## src/rtl/rtufic_pkg.sv

```systemverilog
package rtufic_pkg;

    localparam int MAX_FRAME = 256;
    localparam int CNT_W     = $clog2(MAX_FRAME + 1);
    localparam int MIN_FRAME = 3;

    localparam logic [15:0] CRC_PRESET = 16'hFFFF;
    localparam logic [15:0] CRC_POLY   = 16'hA001;

    localparam logic [7:0] BROADCAST_ADDR = 8'h00;
    localparam logic [7:0] HIGHEST_UNIT   = 8'd247;

    localparam logic [2:0] V_VALID   = 3'd0;
    localparam logic [2:0] V_IGNORED = 3'd1;
    localparam logic [2:0] V_CRC_ERR = 3'd2;
    localparam logic [2:0] V_SHORT   = 3'd3;
    localparam logic [2:0] V_LONG    = 3'd4;

    localparam int          CFG_ADDR_W   = 3;
    localparam logic        CFG_IDX_OWN  = 1'b0;

    typedef struct packed {
        logic       step;
        logic       feed;
        logic       clear;
        logic [7:0] data;
    } t_crc_ctrl;

    function automatic logic [15:0] crc_feed(input logic [15:0] crc, input logic [7:0] b);
        logic [15:0] c;
        c = crc ^ {8'h00, b};
        for (int k = 0; k < 8; k++) begin
            if (c[0]) begin
                c = (c >> 1) ^ CRC_POLY;
            end else begin
                c = c >> 1;
            end
        end
        return c;
    endfunction

endpackage

```

## src/rtl/rtufic_crc_unit.sv

```systemverilog
module rtufic_crc_unit (
    input  logic                  i_clk,
    input  logic                  i_rst_n,
    input  rtufic_pkg::t_crc_ctrl i_ctrl,
    output logic [15:0]           o_crc_next,
    output logic [15:0]           o_crc_reg,
    output logic [7:0]            o_prev_byte
);

    logic [15:0] r_crc;
    logic [15:0] n_crc;
    logic [7:0]  r_d0;
    logic [7:0]  r_d1;

    always_comb begin
        if (i_ctrl.feed) begin
            n_crc = rtufic_pkg::crc_feed(r_crc, r_d1);
        end else begin
            n_crc = r_crc;
        end
    end

    always_ff @(posedge i_clk) begin
        if (!i_rst_n) begin
            r_crc <= rtufic_pkg::CRC_PRESET;
            r_d0  <= 8'h00;
            r_d1  <= 8'h00;
        end else if (i_ctrl.step) begin
            if (i_ctrl.clear) begin
                r_crc <= rtufic_pkg::CRC_PRESET;
                r_d0  <= 8'h00;
                r_d1  <= 8'h00;
            end else begin
                r_crc <= n_crc;
                r_d1  <= r_d0;
                r_d0  <= i_ctrl.data;
            end
        end
    end

    assign o_crc_next  = n_crc;
    assign o_crc_reg   = r_crc;
    assign o_prev_byte = r_d0;

endmodule

```

## src/rtl/rtu_frame_integrity_check_core.sv

```systemverilog
// A frame's verdict passes through the input register and then the result register
// before it reaches the outputs.
// Throughput: one byte per cycle unless a held verdict stalls the input; the byte-wide
// CRC update sits between the input register and the result register, so nothing iterates.
// Reset is synchronous and active low: the unit address returns to 0, the CRC to
// its preset and all frame tracking to its empty state.
module rtu_frame_integrity_check_core (
    input  logic                              i_clk,
    input  logic                              i_rst_n,
    input  logic                              i_in_valid,
    output logic                              o_in_stall,
    input  logic [7:0]                        i_data_byte,
    input  logic                              i_last_byte,
    output logic                              o_out_valid,
    input  logic                              i_out_stall,
    output logic [2:0]                        o_verdict,
    output logic [8:0]                        o_frame_length,
    output logic [15:0]                       o_crc_computed,
    output logic [15:0]                       o_crc_received,
    input  logic                              psel,
    input  logic                              penable,
    input  logic                              pwrite,
    input  logic [rtufic_pkg::CFG_ADDR_W-1:0] paddr,
    input  logic [31:0]                       pwdata,
    output logic [31:0]                       prdata,
    output logic                              pready
);

    logic [7:0]                  r_own_addr;
    logic                        cfg_write;

    logic                        r_in_valid;
    logic [7:0]                  r_in_byte;
    logic                        r_in_last;
    logic                        advance;
    logic                        proc_byte;

    logic [rtufic_pkg::CNT_W-1:0] r_count;
    logic [rtufic_pkg::CNT_W-1:0] n_count;
    logic [7:0]                   r_addr;
    logic [7:0]                   n_addr;
    logic                         r_ovl;
    logic                         n_ovl;
    logic                         cnt_full;

    rtufic_pkg::t_crc_ctrl       crc_ctrl;
    logic [15:0]                 crc_next;
    logic [15:0]                 crc_reg;
    logic [7:0]                  prev_byte;

    logic [15:0]                 crc_out;
    logic [15:0]                 crc_rx;
    logic [2:0]                  verdict;

    logic                        r_out_valid;
    logic [2:0]                  r_verdict;
    logic [8:0]                  r_len;
    logic [15:0]                 r_crc_out;
    logic [15:0]                 r_crc_rx;

    assign pready    = 1'b1;
    assign cfg_write = psel && penable && pwrite && pready
                       && (paddr[2] == rtufic_pkg::CFG_IDX_OWN);
    assign prdata    = {24'h000000, r_own_addr};

    always_ff @(posedge i_clk) begin
        if (!i_rst_n) begin
            r_own_addr <= 8'h00;
        end else if (cfg_write && (pwdata[7:0] <= rtufic_pkg::HIGHEST_UNIT)) begin
            r_own_addr <= pwdata[7:0];
        end
    end

    assign advance    = !(r_out_valid && i_out_stall);
    assign o_in_stall = r_in_valid && !advance;
    assign proc_byte  = r_in_valid && advance;

    always_ff @(posedge i_clk) begin
        if (!i_rst_n) begin
            r_in_valid <= 1'b0;
        end else if (advance || !r_in_valid) begin
            r_in_valid <= i_in_valid;
        end
    end

    always_ff @(posedge i_clk) begin
        if ((advance || !r_in_valid) && i_in_valid) begin
            r_in_byte <= i_data_byte;
            r_in_last <= i_last_byte;
        end
    end

    assign cnt_full = (r_count == rtufic_pkg::CNT_W'(rtufic_pkg::MAX_FRAME));
    assign n_count  = cnt_full ? r_count : r_count + rtufic_pkg::CNT_W'(1);
    assign n_ovl    = r_ovl || cnt_full;
    assign n_addr   = (r_count == '0) ? r_in_byte : r_addr;

    assign crc_ctrl.step  = proc_byte;
    assign crc_ctrl.feed  = (r_count >= rtufic_pkg::CNT_W'(2));
    assign crc_ctrl.clear = r_in_last;
    assign crc_ctrl.data  = r_in_byte;

    rtufic_crc_unit u_crc (
        .i_clk       (i_clk),
        .i_rst_n     (i_rst_n),
        .i_ctrl      (crc_ctrl),
        .o_crc_next  (crc_next),
        .o_crc_reg   (crc_reg),
        .o_prev_byte (prev_byte)
    );

    assign crc_out = {crc_next[7:0], crc_next[15:8]};
    assign crc_rx  = {prev_byte, r_in_byte};

    always_comb begin
        if (n_ovl) begin
            verdict = rtufic_pkg::V_LONG;
        end else if (n_count < rtufic_pkg::CNT_W'(rtufic_pkg::MIN_FRAME)) begin
            verdict = rtufic_pkg::V_SHORT;
        end else if ((n_addr != r_own_addr) && (n_addr != rtufic_pkg::BROADCAST_ADDR)) begin
            verdict = rtufic_pkg::V_IGNORED;
        end else if (crc_out == crc_rx) begin
            verdict = rtufic_pkg::V_VALID;
        end else begin
            verdict = rtufic_pkg::V_CRC_ERR;
        end
    end

    always_ff @(posedge i_clk) begin
        if (!i_rst_n) begin
            r_count <= '0;
            r_addr  <= 8'h00;
            r_ovl   <= 1'b0;
        end else if (proc_byte) begin
            if (r_in_last) begin
                r_count <= '0;
                r_addr  <= 8'h00;
                r_ovl   <= 1'b0;
            end else begin
                r_count <= n_count;
                r_addr  <= n_addr;
                r_ovl   <= n_ovl;
            end
        end
    end

    always_ff @(posedge i_clk) begin
        if (!i_rst_n) begin
            r_out_valid <= 1'b0;
        end else if (advance) begin
            r_out_valid <= proc_byte && r_in_last;
        end
    end

    always_ff @(posedge i_clk) begin
        if (proc_byte && r_in_last) begin
            r_verdict <= verdict;
            r_len     <= 9'(n_count);
            if ((verdict == rtufic_pkg::V_VALID) || (verdict == rtufic_pkg::V_CRC_ERR)) begin
                r_crc_out <= crc_out;
                r_crc_rx  <= crc_rx;
            end else begin
                r_crc_out <= 16'h0000;
                r_crc_rx  <= 16'h0000;
            end
        end
    end

    assign o_out_valid    = r_out_valid;
    assign o_verdict      = r_verdict;
    assign o_frame_length = r_len;
    assign o_crc_computed = r_crc_out;
    assign o_crc_received = r_crc_rx;

    a_count_bound: assert property (@(posedge i_clk) disable iff (!i_rst_n)
        r_count <= rtufic_pkg::CNT_W'(rtufic_pkg::MAX_FRAME))
        else $error("Byte count exceeds the maximum frame length.");

    a_clear_after_last: assert property (@(posedge i_clk) disable iff (!i_rst_n)
        (proc_byte && r_in_last) |=>
            (r_count == '0) && !r_ovl && (crc_reg == rtufic_pkg::CRC_PRESET))
        else $error("Frame state was not cleared after the last byte.");

    a_crc_zero: assert property (@(posedge i_clk) disable iff (!i_rst_n)
        (o_out_valid && (o_verdict != rtufic_pkg::V_VALID)
            && (o_verdict != rtufic_pkg::V_CRC_ERR))
            |-> (o_crc_computed == 16'h0000) && (o_crc_received == 16'h0000))
        else $error("CRC fields are not zero for a verdict without a CRC check.");

    a_stall_only_full: assert property (@(posedge i_clk) disable iff (!i_rst_n)
        o_in_stall |-> (r_in_valid && r_out_valid && i_out_stall))
        else $error("Input stalled without a blocked transaction in the pipeline.");

endmodule
```

## config.mk

```make
export PLATFORM = sky130hd
export DESIGN_NAME = rtu_frame_integrity_check_core
export DESIGN_NICKNAME = d
export VERILOG_FILES = /design/src/rtl/rtufic_pkg.sv /design/src/rtl/rtufic_crc_unit.sv /design/src/rtl/rtu_frame_integrity_check_core.sv
export SDC_FILE = /design/constraint.sdc
export NUM_CORES = 1
export LEC_CHECK = 0
export ABC_CLOCK_PERIOD_IN_PS = 7020
export BUFFER_PORTS_ARGS = -buffer_cell sky130_fd_sc_hd__clkbuf_2
export CAP_MARGIN = 40
export CORE_ASPECT_RATIO = 0.9
export CORE_MARGIN = 2
export CORE_UTILIZATION = 38
export DETAILED_ROUTE_END_ITERATION = 8
export SYNTH_ARGS = -nofsm -noshare
export SYNTH_HDL_FRONTEND = slang
export SYNTH_SLANG_ARGS = --single-unit
```

## constraint.sdc

```tcl
create_clock -name i_clk -period 7.02 [get_ports i_clk]
set_input_delay 0.351 -clock i_clk [delete_from_list [all_inputs] [get_ports i_clk]]
set_output_delay 0.351 -clock i_clk [all_outputs]
set_load 0.01 [all_outputs]
```

---- Yosys cells after proc, flatten, opt, wreduce, memory -nomap -nowiden ----
Cells that the tools add are included.
word-level totals
  register bits after elaboration ......... 113
  bits in latches ......................... 0
  memory bits (writable) .................. 0
  bits in read-only memories .............. 0
  input port bits ......................... 51
  output and inout bits ................... 79
  logic and storage cells ................. 79
  memories kept ........................... 0
operators by class
  add/sub/neg operators ................... 1
  multipliers ............................. 0
  divide/modulo/power cells ............... 0
  order comparisons ....................... 3
  eq/ne operators ......................... 4
  shift operators ......................... 0
  multiplexer cells ....................... 28
  bitwise operators ....................... 10
  reductions and logical operators ........ 18
operators by type and width
  operator                                                                             count
  16-bit 2-to-1 mux                                                                    17
  8-bit 2-to-1 mux                                                                     4
  2-bit inverter with 3-bit output                                                     8
  9-bit 2-to-1 mux                                                                     2
  16-bit equality test                                                                 1
  16-bit by 8-bit bitwise XOR with 16-bit output                                       1
  1-bit logical AND                                                                    10
  9-bit by 1-bit adder with 9-bit output, second input constant                        1
  9-bit equality test, second input constant                                           1
  9-bit by 2-bit greater-or-equal comparator with 1-bit output, second input constant  1
  9-bit zero test                                                                      1
  9-bit by 2-bit < comparator with 1-bit output, second input constant                 1
  8-bit <= comparator, second input constant                                           1
  8-bit inequality test                                                                1
  8-bit nonzero test                                                                   1
  2-bit 2-to-1 mux                                                                     3
  3-bit by 2-bit equality test with 1-bit output, second input constant                1
  3-bit zero test                                                                      1
  1-bit logical OR                                                                     3
  3-bit 2-to-1 mux                                                                     1
  1-bit zero test                                                                      2
  1-bit 2-to-1 mux                                                                     1
  1-bit inverter                                                                       1

---- Logic depth before layout (Yosys ltp) ----
Gate-level depths: netlist of run 1.
  word-level depth ........................ 32
  gate-level depth with buffers ........... 12
  gate-level depth less buffers ........... 9

---- By module ----
From an unflattened synthesis of run 1, not the netlist that was laid out.
second synthesis, totals
  cell total of the unflattened synthesis .. 524
  area, all modules ....................... 5627.9 sq um
modules (own cells, without submodules)
  module                          times used  cells an instance  area an instance (sq um)  sequential area each (sq um)
  rtu_frame_integrity_check_core  1           349                4023.9                    2152.1
  rtufic_crc_unit                 1           175                1604.0                    640.6

---- Least setup slack after synthesis of run 1 ----
Ideal clock, no wire load.
  path kind ............................... flip-flop to flip-flop
  start ................................... reg r_count[0] (netlist name)
  end ..................................... reg r_crc_rx[0] (netlist: o_crc_received[0]), data pin
  library setup time ...................... 0.131 ns
  arrival ................................. 2.634 ns
  data required time ...................... 6.889 ns
  setup slack ............................. 4.255 ns
  cell stages (with the launch flop) ...... 13
  path buffers ............................ 3
  period minus slack after synthesis ...... 2.765 ns
  cells stage by stage .................... dfxtp_1 > clkbuf_1 > inv_1 > ha_1 > nor4b_4 > buf_4 > a21boi_1 > or3_1 > a211oi_1 > nand4_2 > a211oi_4 > buf_4 > and2_1
between the ends
  cells in the longest elaborated chain, start to end .. 9
ends and longest elaborated chain
  element                                                                                         line                                   source
  start, declared                                                                                 rtu_frame_integrity_check_core.sv:38   logic [rtufic_pkg::CNT_W-1:0] r_count;
  start signal, assigned                                                                          rtu_frame_integrity_check_core.sv:140  r_count <= n_count;
  parallel branches: the longest is 6 deep, another holds 9-bit by 1-bit adder with 9-bit output  -
  3-bit 2-to-1 mux (*)                                                                            rtu_frame_integrity_check_core.sv:116  if (n_ovl) begin
  3-bit by 2-bit equality test with 1-bit output / 3-bit zero test (equally long branches)        rtu_frame_integrity_check_core.sv:159  if ((verdict == rtufic_pkg::V_VALID) || (verdict == rtufic_pkg::V_CRC_ERR)) begin
  1-bit logical OR (*)                                                                            rtu_frame_integrity_check_core.sv:159
  end signal, assigned                                                                            rtu_frame_integrity_check_core.sv:161  r_crc_rx <= crc_rx;
  end, declared                                                                                   rtu_frame_integrity_check_core.sv:59   logic [15:0] r_crc_rx;
Every way passes the cells marked *.
A chain may end at the register's enable or synchronous reset.

---- Worst setup path in the final report of run 1 ----
  start ................................... reg r_count[0] (netlist name)
  end ..................................... reg r_crc_out[10] (netlist: o_crc_computed[10]), data pin
between the ends
  cells in the longest elaborated chain, start to end .. 9
ends and longest elaborated chain
  element                                                                                         line                                   source
  parallel branches: the longest is 9 deep, another holds 9-bit by 1-bit adder with 9-bit output  -
  end signal, assigned                                                                            rtu_frame_integrity_check_core.sv:160  r_crc_out <= crc_out;
  end, declared                                                                                   rtu_frame_integrity_check_core.sv:58   logic [15:0] r_crc_out;
Parallel ways; which one is timed is not known.

==> out/metrics.csv, run 1 <==
stage;metric;value;unit
sta;setup_ws;3.341;ns
logic_synthesis;synthesis.area;5843;um^2
clock_network;cts-buffers-inserted;17;
logic_synthesis;synth_area_leader_cell;edfxtp_1;
critical_path;cpPeakStageDelay;0.63;ns
min_path;min_from;i_data_byte[3];
clock_network;cts_buffer_depth;2;
finish;finalNonFillerCells;841;
global_routing;grt_pass1_vias;4036;
logic_synthesis;synth-xor-area-share;8.051;%
critical_path;cp-start-kind;register;
logic_synthesis;yosys.area_share.simple;20.69;%
power_and_ir_drop;irDropWorstVdd;0.1597;mV
routing;drt-wirelength-per-cell;16.31;um
place;place_congestion;0.9074;
power_and_ir_drop;combinationalPowerShare;6.4;%
critical_path;criticalPathCategory;reg -> reg;
critical_path;cp-startpoint;r_count[0];
clock_network;cts_tree;done;
logic_synthesis;synth_ff_type;dfxtp_1;
sta;layout_min_cycle_time;3.679;ns
logic_synthesis;synth-compound-area-share;12.27;%
logic_synthesis;synth_async_sr_flop_share;0;%
global_routing;grt_pass1_wl;21360;um
floorplan;die_h;121.6;um
routing;drt-total-wl;13710;um
logic_synthesis;ys_types;61;
critical_path;r2r_slack;3.34;ns
outcome;status;finished, final reports clean;
place;port-buffer-count;78;
critical_path;crit_path_frequent_cell;a21boi_1;
sta;setup_violations;0;
logic_synthesis;synth_edf_count;53;
finish;antenna_cells;0;
logic_synthesis;avgSynthCellArea;10.32;um^2
min_path;hold_class;in -> reg;
global_routing;antenna_found_initial;0;
routing;vias_per_cell;5.191;
clock_network;ctsHoldBuffers;0;
power_and_ir_drop;clockPowerShare;47.9;%
routing;dr.pass1.iters;5;
power_and_ir_drop;sequentialPowerShare;45.6;%
critical_path;critical-path-top-delay-family;simple AND/OR/NAND/NOR gates;
place;dp_hpwl;9333;um
clock_network;clock_sinks;113;
floorplan;start_util;39.29;%
sta;layout_worst_path_cycle_share;52.40;%
power_and_ir_drop;leakage;0.002686;uW
logic_synthesis;yosysSeqAreaShare;47.79;%
finish;finalCoreUtilization;45.50;%
critical_path;critPathCapture;o_crc_computed[10];
critical_path;critPathCaptureType;register;
clock_network;clock_latency;0.41;ns
sta;grt_setup_unrepaired;no;
critical_path;cp_num_cells;10;
clock_network;clockRootBuffer;clkbuf_16;
clock_network;path_clk_slew;0.05;ns
critical_path;required;7.28;ns
min_path;hold_depth;1;
critical_path;rr_startpoint;r_count[0];
run;max-cap-violations;0;
power_and_ir_drop;switchingPower;362.4;uW
clock_network;ctsHtreeMaxLevel;4;
critical_path;slowest_stage;nor4b_4;
logic_synthesis;ys_top_cells_by_area;edfxtp_1 27%, dfxtp_1 21%, xnor2_1 4.0%;
power_and_ir_drop;p_sw_share;22.77;%
sta;worst_pin_slew;0.9273;ns
sta;holdWs;0.1141;ns
logic_synthesis;synth_top_family_by_area;simple AND/OR/NAND/NOR gates;
floorplan;ios;130;
logic_synthesis;synth_top_cell_area_share;27.24;%
floorplan;die_w;134.7;um
critical_path;rr_worst_depth;10;
routing;drc_errors;0;
routing;postRouteAntennaNets;0;
critical_path;path_cells;inv_1 > ha_1 > nor4b_4 > a21boi_1 > or3_1 > a211oi_1 > nand4_2 > a211oi_4 > buf_8 > a21boi_1;
place;dp_slack;3.461;ns
critical_path;reg2reg_to;o_crc_computed[10];
logic_synthesis;syn_inst;566;
finish;areaGrowthSynthToFinish;15.80;%
sta;max_clock_freq;271.8;MHz
finish;drive_above_1_share;19.44;%
routing;vias;4366;
critical_path;critPathMaxFanout;18;
clock_network;postCtsSetupRepairBufs;0;
finish;fin_nets;684;
floorplan;die_area;16390;um^2
sta;drv_slew;0;
floorplan;num_rows;42;
power_and_ir_drop;p_per_area;235.2;nW/um^2
global_routing;overflow;0;
logic_synthesis;yosys_warnings;0;
floorplan;core-area;14870;um^2
sta;hold_viol_final;0;
routing;first_iter_violations;339;
logic_synthesis;synthMuxAreaShare;3.469;%
sta;slew_headroom;37.89;%
logic_synthesis;synthAdderAreaFrac;0.8137;%
critical_path;worstPathArrival;3.94;ns
place;dp_cells;809;
critical_path;crit_buf_inv;2;
power_and_ir_drop;p_int;1229;uW
sta;tns;0;ns
global_routing;grt_max_degree;45;
global_routing;grt_use_total;17.10;%
clock_network;cts_resized;0;
sta;final.setup_skew;0.008077;ns
logic_synthesis;ys_ff_latch;113;
-- power groups by stage --
stage	Combinational, uW	Sequential (uW)	Clock (uW)
after floorplan	79.2	734	0
after global placement	98.5	739	0
after detailed placement	101	739	0
after CTS	102	726	781
after global routing	112	728	816
final	102	726	763
-- layout by cell type (no fill, tap or decap), types with 5 or more instances in the layout --
cell type	instances
xnor2_1	27
conb_1	25
or3_1	5
nand3_1	18
and2b_1	8
nor2b_1	25
a22oi_1	14
nand2_1	58
xor2_1	19
nor3_1	5
clkinv_2	5
and3_1	14
nand4_1	7
o21ai_0	14
nor2_1	13
mux2i_1	18
dfxtp_1	60
clkbuf_2	78
a31oi_1	6
nor4_1	5
a21boi_1	6
and2_1	23
a21oi_1	9
edfxtp_1	53
nand3b_1	16
clkbuf_16	17
o211ai_1	9
a21boi_0	17
inv_1	6
-- final cells by class --
cell class                 count  area [um^2]
clock inverter                 7        32.53
tap                          198        247.7
inverter                       8        30.03
clock buffer                  25        495.5
timing repair buffer          82        427.9
multi-input combinational    408         2740
sequential                   113         2793
fill                        1425         8105
-- synth_stat cells, types with 7 or more instances --
library cell  instances
dfxtp_1              60
nand2_1              58
edfxtp_1             53
buf_4                29
xnor2_1              27
nor2b_1              25
and2_1               23
clkbuf_1             21
xor2_1               19
mux2i_1              18
nand3_1              18
a21boi_0             17
nand3b_1             16
a22oi_1              14
and3_1               14
o21ai_0              14
nor2_1               13
a21oi_1               9
o211ai_1              9
and2b_1               8
inv_1                 7
nand4_1               7
-- metal layers --
metal | track usage, % | up-vias | share of wire, %
li1 | - | 2081 | -
met2 | 24.46 | 151 | 45
met1 | 24.11 | 2117 | 47
met3 | 4.411 | 17 | 6.2
met5 | 0 | - | 0
met4 | 8.026 | 0 | 1.6
-- kinds of logic (layout without fill, tap and decap cells) --
| family | after synthesis | count (layout) |
|---|---|---|
| adders and majority gates | 4 | 4 |
| AOI/OAI and AO/OA | 99 | 99 |
| other | 2 | 25 |
| and+or+nand+nor | 211 | 211 |
| DFF | 113 | 113 |
| xor gates and xnor gates | 49 | 49 |
| buffers and inverters | 68 | 122 |
| muxes | 20 | 20 |
-- stage by stage --
step / cell area, um^2 / total power [uW]
after floorplan: 5929 / 812.9
after global placement: 6216 / 837.8
after detailed placement: 6238 / 840.6
after CTS: 6766 / 1610
after global routing: 6766 / 1656
final: 6766 / 1591
-- worst min path at each step --
stage	to	slack, ns
after floorplan	r_ovl	0.43
after global placement	r_ovl	0.44
after detailed placement	r_ovl	0.46
after CTS	r_in_byte[0]	0.09
after global routing	r_in_byte[1]	0.09
final	r_in_byte[3]	0.11
-- worst register-to-register path: stages (launching register included) --
cell and delay (ns):
dfxtp_1 0.42, inv_1 0.19, ha_1 0.19, nor4b_4 0.63, a21boi_1 0.20, or3_1 0.40
a211oi_1 0.28, nand4_2 0.24, a211oi_4 0.59, buf_8 0.23, a21boi_1 0.18
Note: power is estimated with default switching activity, not from simulation.
==> run 2: changes to the inputs <==
ABC_CLOCK_PERIOD_IN_PS = 3300   (was 7020)
clock period = 3.3 ns   (was 7.02 ns; I/O delays follow)
==> run 2 against run 1 <==
Net effect:
- setup slack got worse by 2.9 ns
- critical path type unchanged
- sequential share of layout area down 1.5 points
- worst hold slack got worse by 0.094 ns
- clock power grew 140%
- routed wire length rose by 0.76%
- highest routed layer unchanged
- die area stayed put
- count of clock-buffer cells in the layout rose by 2
- largest power group unchanged
- global-route usage increased by 0.17 points
- critical path depth is 1 higher
- final cell count is 2.7% higher
- non-clock buffer count increased by 23
==> out/metrics.csv, run 2 (synthesis results as in run 1) <==
stage;metric;value;unit;change
global_routing;grt_pass1_wl;21760;um;was 21360 um
floorplan;die_w;134.7;um;unchanged
finish;drive_above_1_share;20.87;%;was 19.44%
sta;setup_violations;0;;unchanged
power_and_ir_drop;sequentialPowerShare;42.8;%;was 45.6%
sta;drv_slew;0;;unchanged
routing;first_iter_violations;408;;was 339
floorplan;die_area;16390;um^2;unchanged
power_and_ir_drop;irDropWorstVdd;0.3295;mV;was 0.1597 mV
routing;vias;4408;;was 4366
place;dp_hpwl;9363;um;was 9333 um
routing;dr.pass1.iters;5;;unchanged
place;dp_slack;0.4906;ns;was 3.461 ns
power_and_ir_drop;leakage;0.002818;uW;was 0.002686 uW
critical_path;rr_startpoint;r_count[0];;unchanged
sta;setup_ws;0.4588;ns;was 3.341 ns
routing;postRouteAntennaNets;0;;unchanged
critical_path;path_cells;inv_1 > ha_1 > nor4b_4 > buf_4 > a21boi_1 > or3_1 > a211oi_1 > nand4_2 > a211oi_4 > buf_12 > a21boi_2;;was inv_1 > ha_1 > nor4b_4 > a21boi_1 > or3_1 > a211oi_1 > nand4_2 > a211oi_4 > buf_8 > a21boi_1
global_routing;met2_usage;24.37;%;was 24.46%
clock_network;clock_sinks;113;;unchanged
floorplan;core-area;14870;um^2;unchanged
finish;areaGrowthSynthToFinish;20.30;%;was 15.80%
global_routing;grt.busiest_layer;met1;;was met2
power_and_ir_drop;p_per_area;510.4;nW/um^2;was 235.2 nW/um^2
global_routing;grt_pass1_vias;4035;;was 4036
place;port-buffer-count;78;;unchanged
critical_path;required;3.57;ns;was 7.28 ns
critical_path;reg2reg_to;o_crc_computed[11];;was o_crc_computed[10]
routing;drt-wirelength-per-cell;15.99;um;was 16.31 um
finish;fillers;1369;;was 1425
sta;grt_setup_unrepaired;no;;unchanged
clock_network;ctsHtreeMaxLevel;4;;unchanged
global_routing;grt_use_total;17.27;%;was 17.10%
finish;regArea;2793;um^2;unchanged
critical_path;r2r_slack;0.46;ns;was 3.34 ns
floorplan;die_h;121.6;um;unchanged
run;max-cap-violations;0;;unchanged
routing;drt-total-wl;13820;um;was 13710 um
floorplan;start_util;39.29;%;unchanged
sta;layout_worst_path_cycle_share;86.10;%;was 52.40%
clock_network;ctsHoldBuffers;10;;was 0
critical_path;crit_buf_inv;3;;was 2
clock_network;cts-buffers-inserted;17;;unchanged
min_path;hold_end;r_own_addr[1];;was r_in_byte[3]
min_path;hold_class;in -> reg;;unchanged
sta;tns;0;ns;unchanged
clock_network;cts_resized;0;;unchanged
critical_path;critPathMaxFanout;32;;was 18
sta;max_clock_freq;352.0;MHz;was 271.8 MHz
power_and_ir_drop;p_sw_share;21.68;%;was 22.77%
sta;final.setup_skew;0.006930;ns;was 0.008077 ns
place;place_congestion;0.9295;;was 0.9074
critical_path;worstPathArrival;3.11;ns;was 3.94 ns
power_and_ir_drop;p_int;2810;uW;was 1229 uW
power_and_ir_drop;switchingPower;777.9;uW;was 362.4 uW
routing;drc_errors;0;;unchanged
global_routing;antenna_found_initial;0;;unchanged
sta;layout_min_cycle_time;2.841;ns;was 3.679 ns
finish;antenna_cells;0;;unchanged
clock_network;path_clk_slew;0.05;ns;about the same
power_and_ir_drop;clockPowerShare;50.4;%;was 47.9%
finish;mostFrequentLayoutCells;78 x clkbuf_2, 60 x dfxtp_1, 58 x nand2_1;;unchanged
sta;hold_viol_final;0;;unchanged
min_path;hold_depth;3;;was 1
clock_network;cts_buffer_depth;2;;unchanged
global_routing;use_met1;24.61;%;was 24.11%
critical_path;critPathCaptureType;register;;unchanged
finish;multi_input_area;2740;um^2;unchanged
clock_network;postCtsSetupRepairBufs;0;;unchanged
global_routing;met3_usage;4.578;%;was 4.411%
finish;fin_nets;707;;was 684
outcome;status;finished, final reports clean;;unchanged
clock_network;clockRootBuffer;clkbuf_16;;unchanged
sta;worst_pin_slew;0.9285;ns;was 0.9273 ns
global_routing;grt_max_degree;45;;unchanged
clock_network;cts_tree;done;;unchanged
floorplan;ios;130;;unchanged
sta;slew_headroom;37.81;%;was 37.89%
critical_path;cp-start-kind;register;;unchanged
critical_path;slowest_stage;or3_1;;was nor4b_4
min_path;min_from;pwdata[1];;was i_data_byte[3]
clock_network;clock_latency;0.41;ns;about the same
critical_path;rr_worst_depth;11;;was 10
finish;layout.cells.most_common;clkbuf_2;;unchanged
floorplan;num_rows;42;;unchanged
routing;vias_per_cell;5.102;;was 5.191
critical_path;cpPeakStageDelay;0.35;ns;was 0.63 ns
critical_path;critical-path-top-delay-family;compound AO/OA/AOI/OAI gates;;was simple AND/OR/NAND/NOR gates
critical_path;criticalPathCategory;reg -> reg;;unchanged
global_routing;overflow;0;;unchanged
power_and_ir_drop;p_total;3588;uW;was 1591 uW
power_and_ir_drop;combinationalPowerShare;6.8;%;was 6.4%
## run 2: tightest hold or removal path, cell delays in order
cell	delay, ns
clkbuf_2	0.08
mux2i_1	0.06
nor2b_1	0.09
## run 2: metal layers
metal	part of all wire, %	routed length (um)
met3	6.0	831
met4	2.3	318
met1	48	6672
met2	43	5996
met5	0	0
## run 2: layout make-up
cell class                 instances  share of cell area [%]
tap                              198                   3.524
sequential                       113                   39.73
clock inverter                     5                   1.068
multi-input combinational        408                   38.98
timing repair buffer             105                   8.971
clock buffer                      27                   7.298
inverter                           8                  0.4272
## run 2: stage by stage
step	std cells	cell area, um^2	hold WS [ns]	util (%)
2_1_floorplan	589	5929	0.2639	-
3_3_place_gp	821	6334	0.3434	42.59
3_5_place_dp	821	6334	0.3436	42.59
4_1_cts	863	7022	0.007381	47.22
5_1_grt	864	7029	0.03264	47.27
6_report	864	7029	0.02041	47.27
## run 2: power by group through the flow
stage / logic [uW] / clock network, uW / registers (uW)
global route: 267 / 1910 / 1540
finish: 243 / 1810 / 1540
global placement: 228 / 0 / 1560
detailed placement: 232 / 0 / 1560
CTS: 242 / 1850 / 1540
floorplan: 168 / 0 / 1560
## run 2: how the worst max path moves through the flow
stage               cells after the start                  to  startpoint  slack (ns)
floorplan                              12   o_crc_received[0]  r_count[0]        0.54
global placement                       10  o_crc_computed[11]  r_count[0]        0.55
detailed placement                     10  o_crc_computed[11]  r_count[0]        0.49
CTS                                    10  o_crc_computed[11]  r_count[0]        0.46
global route                           11  o_crc_computed[10]  r_count[0]        0.31
finish                                 11  o_crc_computed[11]  r_count[0]        0.46
